## src/sv/sgdm_pkg.sv

```systemverilog
package sgdm_pkg;

    // Data values are signed fixed point; coefficients are unsigned with COEF_FRAC
    // fraction bits and one integer bit so that 1.0 can be represented.
    localparam int DATA_WIDTH = 32;
    localparam int COEF_FRAC  = 24;
    localparam int COEF_WIDTH = COEF_FRAC + 1;
    localparam int PROD_WIDTH = DATA_WIDTH + COEF_WIDTH;
    localparam int RND_WIDTH  = PROD_WIDTH + 1 - COEF_FRAC;
    localparam int CFG_IDX_W  = 3;

    typedef logic signed [DATA_WIDTH-1:0] data_t;
    typedef logic [COEF_WIDTH-1:0]        coef_t;

    localparam coef_t COEF_ONE = coef_t'(1) << COEF_FRAC;

    typedef enum logic [CFG_IDX_W-1:0] {
        REG_LEARN_RATE = 3'd0,
        REG_MOMENTUM   = 3'd1,
        REG_DAMPENING  = 3'd2,
        REG_DECAY      = 3'd3,
        REG_NESTEROV   = 3'd4
    } cfg_idx_t;

    // Configuration as seen by the datapath. keep is (1 - dampening), clamped at zero.
    typedef struct packed {
        coef_t learn_rate;
        coef_t momentum;
        coef_t keep;
        coef_t decay;
        logic  mom_on;
        logic  nesterov;
    } cfg_t;

    // Signed add that saturates to the data range.
    function automatic data_t sat_add(data_t a, data_t b);
        logic signed [DATA_WIDTH:0] s;
        data_t                      r;
        begin
            s = {a[DATA_WIDTH-1], a} + {b[DATA_WIDTH-1], b};
            if (s[DATA_WIDTH] != s[DATA_WIDTH-1])
            begin
                r = s[DATA_WIDTH] ? {1'b1, {(DATA_WIDTH-1){1'b0}}}
                                  : {1'b0, {(DATA_WIDTH-1){1'b1}}};
            end
            else
            begin
                r = s[DATA_WIDTH-1:0];
            end
            return r;
        end
    endfunction

endpackage

```

## src/sv/sgdm_cfg_regs.sv

```systemverilog
module sgdm_cfg_regs
(
    input  logic                           clk,
    input  logic                           rst_n,
    input  logic                           cfg_valid,
    output logic                           cfg_ready,
    input  logic [sgdm_pkg::CFG_IDX_W-1:0] cfg_index,
    input  logic [sgdm_pkg::COEF_WIDTH-1:0] cfg_data,
    output sgdm_pkg::cfg_t                 cfg
);

    localparam sgdm_pkg::coef_t LR_RESET = sgdm_pkg::COEF_WIDTH'(167772);

    sgdm_pkg::coef_t lr_reg;
    sgdm_pkg::coef_t mom_reg;
    sgdm_pkg::coef_t damp_reg;
    sgdm_pkg::coef_t decay_reg;
    logic            nest_reg;

    // Writes are always taken; indexes past the register list are dropped.
    assign cfg_ready = 1'b1;

    always_ff @(posedge clk or negedge rst_n)
    begin
        if (!rst_n)
        begin
            lr_reg    <= LR_RESET;
            mom_reg   <= '0;
            damp_reg  <= '0;
            decay_reg <= '0;
            nest_reg  <= 1'b0;
        end
        else if (cfg_valid && cfg_ready)
        begin
            case (sgdm_pkg::cfg_idx_t'(cfg_index))
                sgdm_pkg::REG_LEARN_RATE: lr_reg    <= {1'b0, cfg_data[sgdm_pkg::COEF_FRAC-1:0]};
                sgdm_pkg::REG_MOMENTUM:   mom_reg   <= {1'b0, cfg_data[sgdm_pkg::COEF_FRAC-1:0]};
                sgdm_pkg::REG_DAMPENING:  damp_reg  <= cfg_data;
                sgdm_pkg::REG_DECAY:      decay_reg <= {1'b0, cfg_data[sgdm_pkg::COEF_FRAC-1:0]};
                sgdm_pkg::REG_NESTEROV:   nest_reg  <= cfg_data[0];
                default:                  ;
            endcase
        end
    end

    always_comb
    begin
        cfg.learn_rate = lr_reg;
        cfg.momentum   = mom_reg;
        cfg.keep       = (damp_reg >= sgdm_pkg::COEF_ONE) ? '0 : sgdm_pkg::COEF_ONE - damp_reg;
        cfg.decay      = decay_reg;
        cfg.mom_on     = (mom_reg != '0);
        cfg.nesterov   = nest_reg;
    end

endmodule

```

## config.mk

```make
export PLATFORM = sky130hd
export DESIGN_NAME = sgdm_cfg_regs
export DESIGN_NICKNAME = d
export VERILOG_FILES = /design/src/sv/sgdm_pkg.sv /design/src/sv/sgdm_cfg_regs.sv
export SDC_FILE = /design/constraint.sdc
export NUM_CORES = 1
export LEC_CHECK = 0
export BUFFER_PORTS_ARGS = -buffer_cell sky130_fd_sc_hd__buf_4
export CAP_MARGIN = 20
export CORE_UTILIZATION = 45
export CTS_CLUSTER_DIAMETER = 60
export DETAILED_ROUTE_END_ITERATION = 8
export PLACE_DENSITY = 0.8
export SETUP_SLACK_MARGIN = 0.3
export SYNTH_ARGS = -nofsm -noshare
export SYNTH_HDL_FRONTEND = slang
export SYNTH_SLANG_ARGS = --single-unit
```

## constraint.sdc

```tcl
create_clock -name clk -period 2.6 [get_ports clk]
set_clock_uncertainty 0.2 [all_clocks]
set_input_delay 0.52 -clock clk [delete_from_list [all_inputs] [get_ports clk]]
set_output_delay 0.52 -clock clk [all_outputs]
set_load 0.05 [all_outputs]
```

Yosys cells after proc, flatten, opt, wreduce, memory -nomap -nowiden
Index checks and enable logic that the tools add are counted.

Register bits after elaboration: 98. Latch bits: 0. Memory bits (writable): 0. Memory bits (read-only): 0. Input bits: 31. Memories kept: 0.

Add/subtract/negate cells: 1. Multipliers: 0. Divide/modulo/power cells: 0. Order comparisons: 1. Equal/unequal tests: 4. Shift operators: 0. Muxes and demuxes: 1. Bitwise operators: 0. Reductions and logical operators: 7.

Operators by type and width (count): $ge A25 B25 Y1 const B (1); $mux W25 (1); $reduce_bool A25 Y1 (1); $sub A25 B25 Y25 const A (1); $reduce_and A2 Y1 (5); $eq A3 B2 Y1 const B (2); $eq A3 B1 Y1 const B (1); $eq A3 B3 Y1 const B (1); $logic_not A3 Y1 (1).

Logic depth before layout (Yosys ltp)
Depth after elaboration: 2. Gate-level depth with buffers: 7. Mapped depth without buffers: 6.

Worst setup path before layout
OpenSTA, ideal clock, no wires.

Path type: register to output. From: register damp_reg[2]. To: output cfg[40] in the netlist's numbering. Arrival time: 3122 ps. Slack: -1242 ps. Stages on the path, launching flop included: 7. Cells stage by stage: dfrtp_1 > or4_1 > clkbuf_2 > or3_4 > o41a_1 > buf_6 > nor3_1.

RTL lines: from (decl) (line sgdm_cfg_regs.sv:16) `sgdm_pkg::coef_t damp_reg;`; from (signal assigned) (line sgdm_cfg_regs.sv:38) `sgdm_pkg::REG_DAMPENING: damp_reg <= cfg_data;`; to (decl) (line sgdm_cfg_regs.sv:9) `output sgdm_pkg::cfg_t cfg`.

==> impl_metrics.ini <==
[run_status]
status = complete, but fails checks
violations = negative setup slack

[cells_and_area]
final_common_cell = buf_4
layout.cells.non_filler = 666
multi_input_area_mm2 = 0.00222
syn2layout_area_growth_pct = 52.6
largest_register_ffs = 25
final_layout_size_suffix_gt1_share_pct = 69.8
regArea_mm2 = 0.00246
fin_nets = 564
fillers = 672
final_cell_mix = 172 x buf_4, 98 x mux2_2, 88 x dfrtp_1
stdcell_area_mm2 = 0.00676
antennaDiodeCount = 0

[power]
clkPwrFrac_pct = 16.6
peakVddDrop_mv = 0.670
power.internal_uw = 3700
power_density_mw_per_mm2 = 960
p_sw_uw = 2790
finalPower_uw = 6490
p_leak_uw = 0.00300
pwr-share-seq_pct = 32.6
switching_share_pct = 43.0
pwr-share-comb_pct = 50.8

[yosys]
async_flop_share_pct = 100
ys_top_cells_by_area = dfrtp_1 50%, mux2_2 25%, dfstp_2 5.9%
synth_top_area_share_pct = 49.7
ys_types = 42
synth.avg_cell_area_um2 = 13.1
synth_top_area_cell = dfrtp_1
ys_warn_count = 0
synthFlopType = dfrtp_1
syn_area_mm2 = 0.00443
synth_cells = 337
synth-seq-cells = 98
synth-seq-area-share_pct = 55.7
synth_edf_count = 0

[placement]
numPortBuffers = 129
routabilityCongestion = 0.832
dp_hpwl_mm = 8.76
place_inst = 634
dp_slack_ns = -0.411
postPlaceCellArea_mm2 = 0.00617

[cts]
insertion_delay_ns = 0.35
clkTransAtPathRegs_ns = 0.09
cts_sinks = 98
cts_buffers = 9
cts_root_buf = clkbuf_8
cts_tree = yes
clock_path_buffers = 2
htree_levels = 3

[floorplan]
pin_count = 134
die_h_um = 101
start_util_pct = 47.2
die_area_mm2 = 0.0102
fp.coreArea_mm2 = 0.00937
die_w_um = 101
placementRows = 35

[drt]
firstDrtPassIters = 4
vias = 3504
wl_per_cell_um = 17.9
drtIter0Drc = 171
routed_wl_mm = 11.9
ant_nets = 0
drc_errors = 0
via_per_inst = 5.26

[critical_path]
critPathCaptureType = primary output
max_stage_delay_ns = 0.52
crit_family = simple AND/OR/NAND/NOR gates
required_ns = 1.88
arrival_ns = 2.57
crit_fanout = 5
cp-start-kind = flip-flop
path_buf_inv = 2
crit_slowest_cell = or4_4
path_common_cell = buf_6
critPathKind = reg -> out
cp_cell_sequence = or4_4 -> or3_4 -> o41a_1 -> buf_6 -> nor3b_4 -> buf_6

[global_route]
grt_max_degree = 51
grt_usage_pct = 24.5
grt_pass1_wl_mm = 19.0
gr-total-overflow = 0
antenna_found_initial = 0
first_global_vias = 3716

[flow_run]
drv_cap = 0

[timing]
maxSlewViolCount = 0
setup_ws_ns = -0.695
hold_viol_final = 0
fin_crit_sh_pct = 127
setup_violations = 25
fmax_mhz = 303
fin_crit_ns = 3.29
rsz0062_at_grt = yes
setup_tns_ns = -14.61

[hold_path]
hp-class = in -> reg
logic make-up after synthesis:
family | synth area share [%]
buf+inv | 2.74
mux | 25.2
other cells | 0.170
compound gates | 3.36
xor+xnor | 1.19
simple gates | 11.4
fa+ha+maj | 0.283
flops | 55.7
cell type report:
class	instances	area share, %
Timing Repair Buffer	205	25.0
Clock inverter	5	1.28
Multi-Input combinational cell	216	32.8
Sequential cell	98	36.5
Tap cell	129	2.39
Clock buffer	11	1.94
Inverter	2	0.111
synth_stat cells, types with 2 or more instances:
cell / count
dfrtp_1: 88
nand2_1: 5
nor3_1: 13
nor4_1: 18
buf_4: 5
inv_1: 2
o31ai_1: 2
nand3_1: 7
or3_1: 5
nand4b_1: 3
mux2_2: 99
dfstp_2: 10
or4_1: 4
o41a_1: 2
or4b_2: 2
conb_1: 2
nor2_1: 16
clkbuf_1: 16
or2_2: 2
o31a_1: 5
o21a_1: 2
o21ai_0: 3
nand2b_1: 2
nor2b_1: 2
xor2_1: 5
final timing paths:
path,start,endpoint,slack (ns),cells past startpoint
setup / recovery,damp_reg[0],cfg[43],-0.69,6
hold / removal,cfg_data[24],damp_reg[24],0.21,2
setup reg to reg,damp_reg[1],damp_reg[1],1.23,4
hold reg to reg,decay_reg[17],decay_reg[17],0.32,1
max in group asynchronous,rst_n,lr_reg[10],1.11,3
min in group asynchronous,rst_n,decay_reg[1],0.37,2
per-stage QoR:
step / utilization, % / hold slack, ns
2_1_floorplan: - / 0.0244
3_5_place_dp: 65.9 / 0.206
6_report: 72.1 / 0.214
4_1_cts: 71.0 / 0.198
3_3_place_gp: 65.9 / 0.204
5_1_grt: 72.1 / 0.194
layer usage:
metal  GRT usage, %  share of wire, %  up-vias
met3           4.07               3.4       12
met1           31.1                42     1782
met2           43.3                53       91
li1               -                 -     1619
met5              0                 0        -
met4           7.25               1.2        0
power groups by stage:
stage          Combinational [uW]  Sequential (uW)  Clock (uW)
2_1_floorplan                1150             3010           0
4_1_cts                      3240             2110        1100
3_5_place_dp                 3060             2140           0
5_1_grt                      3440             2160        1160
3_3_place_gp                 3010             2110           0
6_report                     3290             2120        1080
timing repair:
item	CTS	global route
endpoints found under the setup margin	26	26
pin swaps	10	7
setup buffers	9	5
gates cloned	0	1
hold buffers	1	0
resized for setup	44	14
endpoints found under the hold margin	14	0
No activity file was read; power rests on OpenSTA's default activity.
