`src/sv/sgdm_pkg.sv`:
```
package sgdm_pkg;

    // Data values are signed fixed point; coefficients are unsigned with COEF_FRAC
    // fraction bits and one integer bit so that 1.0 can be represented.
    localparam int DATA_WIDTH = 32;
    localparam int COEF_FRAC  = 24;
    localparam int COEF_WIDTH = COEF_FRAC + 1;
    localparam int PROD_WIDTH = DATA_WIDTH + COEF_WIDTH;
    localparam int RND_WIDTH  = PROD_WIDTH + 1 - COEF_FRAC;
    localparam int CFG_IDX_W  = 3;

    typedef logic signed [DATA_WIDTH-1:0] data_t;
    typedef logic [COEF_WIDTH-1:0]        coef_t;

    localparam coef_t COEF_ONE = coef_t'(1) << COEF_FRAC;

    typedef enum logic [CFG_IDX_W-1:0] {
        REG_LEARN_RATE = 3'd0,
        REG_MOMENTUM   = 3'd1,
        REG_DAMPENING  = 3'd2,
        REG_DECAY      = 3'd3,
        REG_NESTEROV   = 3'd4
    } cfg_idx_t;

    // Configuration as seen by the datapath. keep is (1 - dampening), clamped at zero.
    typedef struct packed {
        coef_t learn_rate;
        coef_t momentum;
        coef_t keep;
        coef_t decay;
        logic  mom_on;
        logic  nesterov;
    } cfg_t;

    // Signed add that saturates to the data range.
    function automatic data_t sat_add(data_t a, data_t b);
        logic signed [DATA_WIDTH:0] s;
        data_t                      r;
        begin
            s = {a[DATA_WIDTH-1], a} + {b[DATA_WIDTH-1], b};
            if (s[DATA_WIDTH] != s[DATA_WIDTH-1])
            begin
                r = s[DATA_WIDTH] ? {1'b1, {(DATA_WIDTH-1){1'b0}}}
                                  : {1'b0, {(DATA_WIDTH-1){1'b1}}};
            end
            else
            begin
                r = s[DATA_WIDTH-1:0];
            end
            return r;
        end
    endfunction

endpackage

```
`src/sv/sgdm_coef_mul.sv`:
```
module sgdm_coef_mul
(
    input  logic                  clk,
    input  logic                  en,
    input  sgdm_pkg::data_t       a,
    input  sgdm_pkg::coef_t       coef,
    input  logic                  flip,
    output sgdm_pkg::data_t       p
);

    localparam int DW = sgdm_pkg::DATA_WIDTH;
    localparam int PW = sgdm_pkg::PROD_WIDTH;
    localparam int RW = sgdm_pkg::RND_WIDTH;
    localparam logic [PW:0] HALF = (PW+1)'(1) << (sgdm_pkg::COEF_FRAC - 1);

    logic [PW-1:0]   prod_reg;
    logic [PW-1:0]   prod_next;
    logic            neg_reg;
    logic            neg_next;
    sgdm_pkg::data_t p_reg;
    sgdm_pkg::data_t p_next;

    logic [DW-1:0]   mag;
    logic [PW:0]     rsum;
    logic [RW-1:0]   rnd;
    logic [DW-1:0]   limit;
    logic [DW-1:0]   sat;

    // First cycle: magnitude times coefficient at full precision.
    always_comb
    begin
        mag       = a[DW-1] ? (~$unsigned(a) + 1'b1) : $unsigned(a);
        neg_next  = a[DW-1] ^ flip;
        prod_next = PW'(mag) * PW'(coef);
    end

    // Second cycle: round half away from zero, clamp the magnitude, restore the sign.
    always_comb
    begin
        rsum   = {1'b0, prod_reg} + HALF;
        rnd    = rsum[PW:sgdm_pkg::COEF_FRAC];
        limit  = neg_reg ? {1'b1, {(DW-1){1'b0}}} : {1'b0, {(DW-1){1'b1}}};
        sat    = (rnd > RW'(limit)) ? limit : rnd[DW-1:0];
        p_next = neg_reg ? sgdm_pkg::data_t'(~sat + 1'b1) : sgdm_pkg::data_t'(sat);
    end

    always_ff @(posedge clk)
    begin
        if (en)
        begin
            prod_reg <= prod_next;
            neg_reg  <= neg_next;
            p_reg    <= p_next;
        end
    end

    assign p = p_reg;

endmodule

```
`config.mk`:
```
export PLATFORM = sky130hd
export DESIGN_NAME = sgdm_coef_mul
export DESIGN_NICKNAME = d
export VERILOG_FILES = /design/src/sv/sgdm_pkg.sv /design/src/sv/sgdm_coef_mul.sv
export SDC_FILE = /design/constraint.sdc
export NUM_CORES = 2
export LEC_CHECK = 0
export BUFFER_PORTS_ARGS = -buffer_cell sky130_fd_sc_hd__buf_2
export CORE_MARGIN = 3
export CORE_UTILIZATION = 55
export DETAILED_ROUTE_END_ITERATION = 16
export PLACE_DENSITY_LB_ADDON = 0.05
export SLEW_MARGIN = 30
export SYNTH_ARGS = -nofsm -noshare
export SYNTH_HDL_FRONTEND = slang
export SYNTH_SLANG_ARGS = --single-unit
```
`constraint.sdc`:
```
create_clock -name clk -period 16.4 [get_ports clk]
set_input_delay 4.1 -clock clk [delete_from_list [all_inputs] [get_ports clk]]
set_output_delay 4.1 -clock clk [all_outputs]
set_load 0.005 [all_outputs]
```
* After elaboration in Yosys (flattened, before gate mapping)
Cells that the tools add are included.
Widths: inputs -> output; s select.
** Word-level totals
- Bits in registers :: 90
- Bits of input ports :: 60
- Logic and storage cells :: 15
- Output and inout bits :: 32
** Cells by class
- Add/subtract/negate cells :: 3
- $mul :: 1
- Magnitude comparators :: 1
- Bitwise logic cells :: 3
- Multiplexer cells :: 4
** Operators with widths (count)
- $mux 32 :: 4
- $add 32x1->32 const B :: 2
- $not 32->32 :: 2
- $add 57x24->58 const B :: 1
- $mul 32x25->57 :: 1
- $gt 34x32->1 :: 1
- $xor 1x1->1 :: 1

* Depth between registers and ports, before layout
- Depth after elaboration :: 6
- Gate-level depth with buffers :: 35

* Worst setup path after synthesis
Ideal clock, no wire load.
- Kind :: input port to flip-flop
- Start point :: in a[0]
- End point :: reg prod_reg[55] (data pin)
- Stages on the path :: 34
- Library setup time :: 0.258 ns
- Arrival :: 12.226 ns
- Slack :: 3.916 ns
- Required time :: 16.142 ns
- Path through :: buf_2 > clkbuf_1 > inv_1 > ha_1 > nand3_1 > or4_4 > or3_4 > o41ai_2 > xnor2_1 > clkbuf_1 > nand2_1 > fa_1 > inv_1 > fa_1 > inv_1 > fa_1 > fa_1 > inv_1 > fa_1 > fa_1 > inv_1 > fa_1 > inv_1 > ha_1 > and3_1 > nand4_1 > nor2_1 > o31a_1 > o21ai_1 > a2111oi_0 > o21ai_1 > o21ai_1 > a31oi_1 > xnor2_1
** On the way
- Cells in the longest elaborated chain, start to end :: 4
** RTL lines
- start, declared :: line sgdm_coef_mul.sv:5 : input sgdm_pkg::data_t a,
- $not 32->32 :: line sgdm_coef_mul.sv:32 : mag = a[DW-1] ? (~$unsigned(a) + 1'b1) : $unsigned(a);
- $add 32x1->32 :: line sgdm_coef_mul.sv:32
- $mux 32 * :: line sgdm_coef_mul.sv:32
- $mul 32x25->57 * :: line sgdm_coef_mul.sv:34 : prod_next = PW'(mag) * PW'(coef);
- via prod_next[55] :: line sgdm_coef_mul.sv:17 : logic [PW-1:0] prod_next;
- end signal, assigned :: line sgdm_coef_mul.sv:51 : prod_reg <= prod_next;
- end, declared :: line sgdm_coef_mul.sv:16 : logic [PW-1:0] prod_reg;
The timed path passes the listed nets; every way through them passes the cells marked *.
A chain may end at the register's enable or synchronous reset.

* Worst setup path in the final report
Same ends and word-level chain as after synthesis.

==> results.py <==
metrics = {
    "timing": {
        "finalSetupViolCount": 0,
        "setup_slack_ns": 2.73,
        "rsz0062_at_grt": "no",
        "period_minus_slack_ns": 13.67,
        "finClkSkew_ns": 0.00959,
        "fin_setup_tns_ns": 0,
        "slew-limit-headroom_pct": 31.2,
        "hold_violations": 0,
        "tightest_slew_ns": 1.03,
        "fmax_mhz": 73.1,
        "timing.final.crit_share_pct": 83.4,
        "slew_violations": 0,
    },
    "global_route": {
        "grt_max_degree": 74,
        "grt_antenna_before_repair": 5,
        "grt_pass1_wl_microns": 143000,
        "grt_use_total_pct": 31.4,
        "overflow": 0,
        "grt_pass1_vias": 25100,
    },
    "clocking": {
        "cts_tree": "yes",
        "clk_pin_slew_ns": 0.06,
        "cts_buffer_depth": 2,
        "cts_setup_buffers": 0,
        "htreeDepth": 3,
        "cts_hold_buf": 0,
        "clock_sinks": 67,
        "cts_root_buffer": "clkbuf_16",
        "cts_buffers": 9,
        "clk_latency_ns": 0.34,
        "cts_repair_resize_count": 0,
    },
    "floorplanning": {
        "ios": 92,
        "rows": 85,
        "initial_core_util_pct": 56.3,
        "die_x_microns": 242,
        "die_area_sq_um": 58600,
        "die_y_microns": 242,
        "core_sq_um": 54500,
    },
    "setup_path": {
        "start_kind": "primary input",
        "slowest_stage": "a2111oi_0",
        "endpoint_kind": "flop",
        "path_delay_family": "adder cells",
        "reg2regPathDepth": 19,
        "path_depth": 32,
        "cp_common_cell": "fa_1",
        "cp.arrival_ns": 13.76,
        "path_class": "in2reg",
        "critPathRequiredTime_ns": 16.49,
        "critPathMaxFanout": 27,
        "timing.rr.start": "prod_reg[24]",
        "slowest_delay_ns": 0.76,
        "crit_path_start": "a[0]",
        "cp_num_buf_inv": 8,
    },
    "synthesis": {
        "synth_area_leaders": "fa_1 45%, inv_1 9.5%, ha_1 9.1%, and2_1 8.4%, edfxtp_1 6.6%",
        "syn_inst": 3416,
        "yosysTopAreaCell": "fa_1",
        "ys_seq_area_share_pct": 6.56,
        "ys_seq_elements": 67,
        "ys.flop_type": "edfxtp_1",
        "async_flop_share_pct": 0,
        "synth_edf_count": 67,
        "synthesis.area_sq_um": 30700,
        "yosysTopAreaCellShare_pct": 44.8,
        "synth_area_per_cell_sq_um": 8.98,
        "synth_nets": 4386,
        "yosysUniqueCellTypes": 81,
        "synth_warnings": 0,
    },
    "routing": {
        "dr_total_vias": 23400,
        "wl_microns": 89000,
        "first_pass_iters": 6,
        "viasPerCell": 5.65,
        "drc_errors": 0,
        "drt_iter0_drc": 1742,
        "wl_per_cell_microns": 21.5,
        "drtAntennaViolNets": 0,
    },
    "placed_design": {
        "place_ws_ns": 2.54,
        "gp_congestion": 0.901,
        "placed_cell_area_sq_um": 32200,
        "hpwl_microns": 66700,
        "port_buffers": 91,
    },
    "cells_and_area": {
        "postLayoutCellArea_sq_um": 32600,
        "nets": 4360,
        "regArea_sq_um": 2010,
        "fin_util_pct": 59.9,
        "largest_reg_flops": 34,
        "layout_commonest_cell": "inv_1",
        "layout-drive-gt1-share_pct": 5.95,
        "num-fill-cells": 4859,
        "area_growth_pct": 6.35,
        "final_cell_mix": "780 x inv_1, 686 x fa_1, 456 x nand2_1",
        "multi_input_area_sq_um": 25500,
    },
    "flow_run": {
        "drv_cap": 0,
    },
    "hold_path": {
        "holdPathStages": 3,
        "holdCritPathClass": "reg2reg",
        "min-delay-start": "prod_reg[55]",
    },
    "status": {
        "status": "finished, final reports clean",
    },
}
layout make-up:
cell class                 instances  area share (%)
clock inverter                     3           0.196
inverter                         782            9.00
timing repair buffer             131            2.87
antenna                            8          0.0614
sequential                        67            6.17
clock buffer                      12           0.725
tap                              739            2.84
multi-input combinational       2399            78.1
logic make-up after synthesis:
kind of cell             synth area share (%)
adder cells (fa/ha/maj)                  53.9
XOR/XNOR                                 3.11
AND/OR/NAND/NOR                          18.2
flip-flops                               6.56
multiplexers                            0.343
AO/OA/AOI/OAI                            6.08
buffers and inverters                    11.7
through the flow:
step,hold WS (ns),std cells
floorplan,0.725,3416
global placement,0.838,4106
detailed placement,0.862,4113
CTS,0.874,4128
global route,0.901,4133
finish,0.885,4141
final timing paths:
kind         slack (ns)            to
min                0.88         p[31]
max                2.73  prod_reg[55]
max reg2reg       10.37          p[8]
min reg2reg        0.88         p[31]
synthesized netlist by cell type (8+ instances only):
cell type / n
nand4_1: 17
and2_1: 410
buf_2: 12
xor2_1: 28
mux2i_1: 9
fa_1: 686
nor2_1: 47
ha_1: 224
nor4_1: 11
a21o_1: 40
and3_1: 16
o31ai_1: 9
inv_1: 780
xnor2_1: 81
clkbuf_1: 152
nand3_1: 37
nor3_1: 30
a21oi_1: 85
edfxtp_1: 67
nand2_1: 456
and4_1: 8
nor2b_1: 9
o21ai_0: 58
o21a_1: 11
per-layer routing:
layer	global-route usage [%]	share of wire, %	wire, microns	up-vias
met5	0	0.037	33	-
met3	5.77	9.5	8470	191
li1	-	-	-	10200
met1	44.5	42	37000	12000
met4	8.86	2.9	2620	6
met2	50.0	46	40800	1026
tightest hold or removal path, stage by stage (launching register included):
cell	delay [ns]
edfxtp_1	0.37
xnor2_1	0.14
a21oi_1	0.14
a21oi_1	0.06
Power is left out: the tool's default activity adds up to more than one toggle a clock period on the data nets, which glitch-free logic cannot reach.
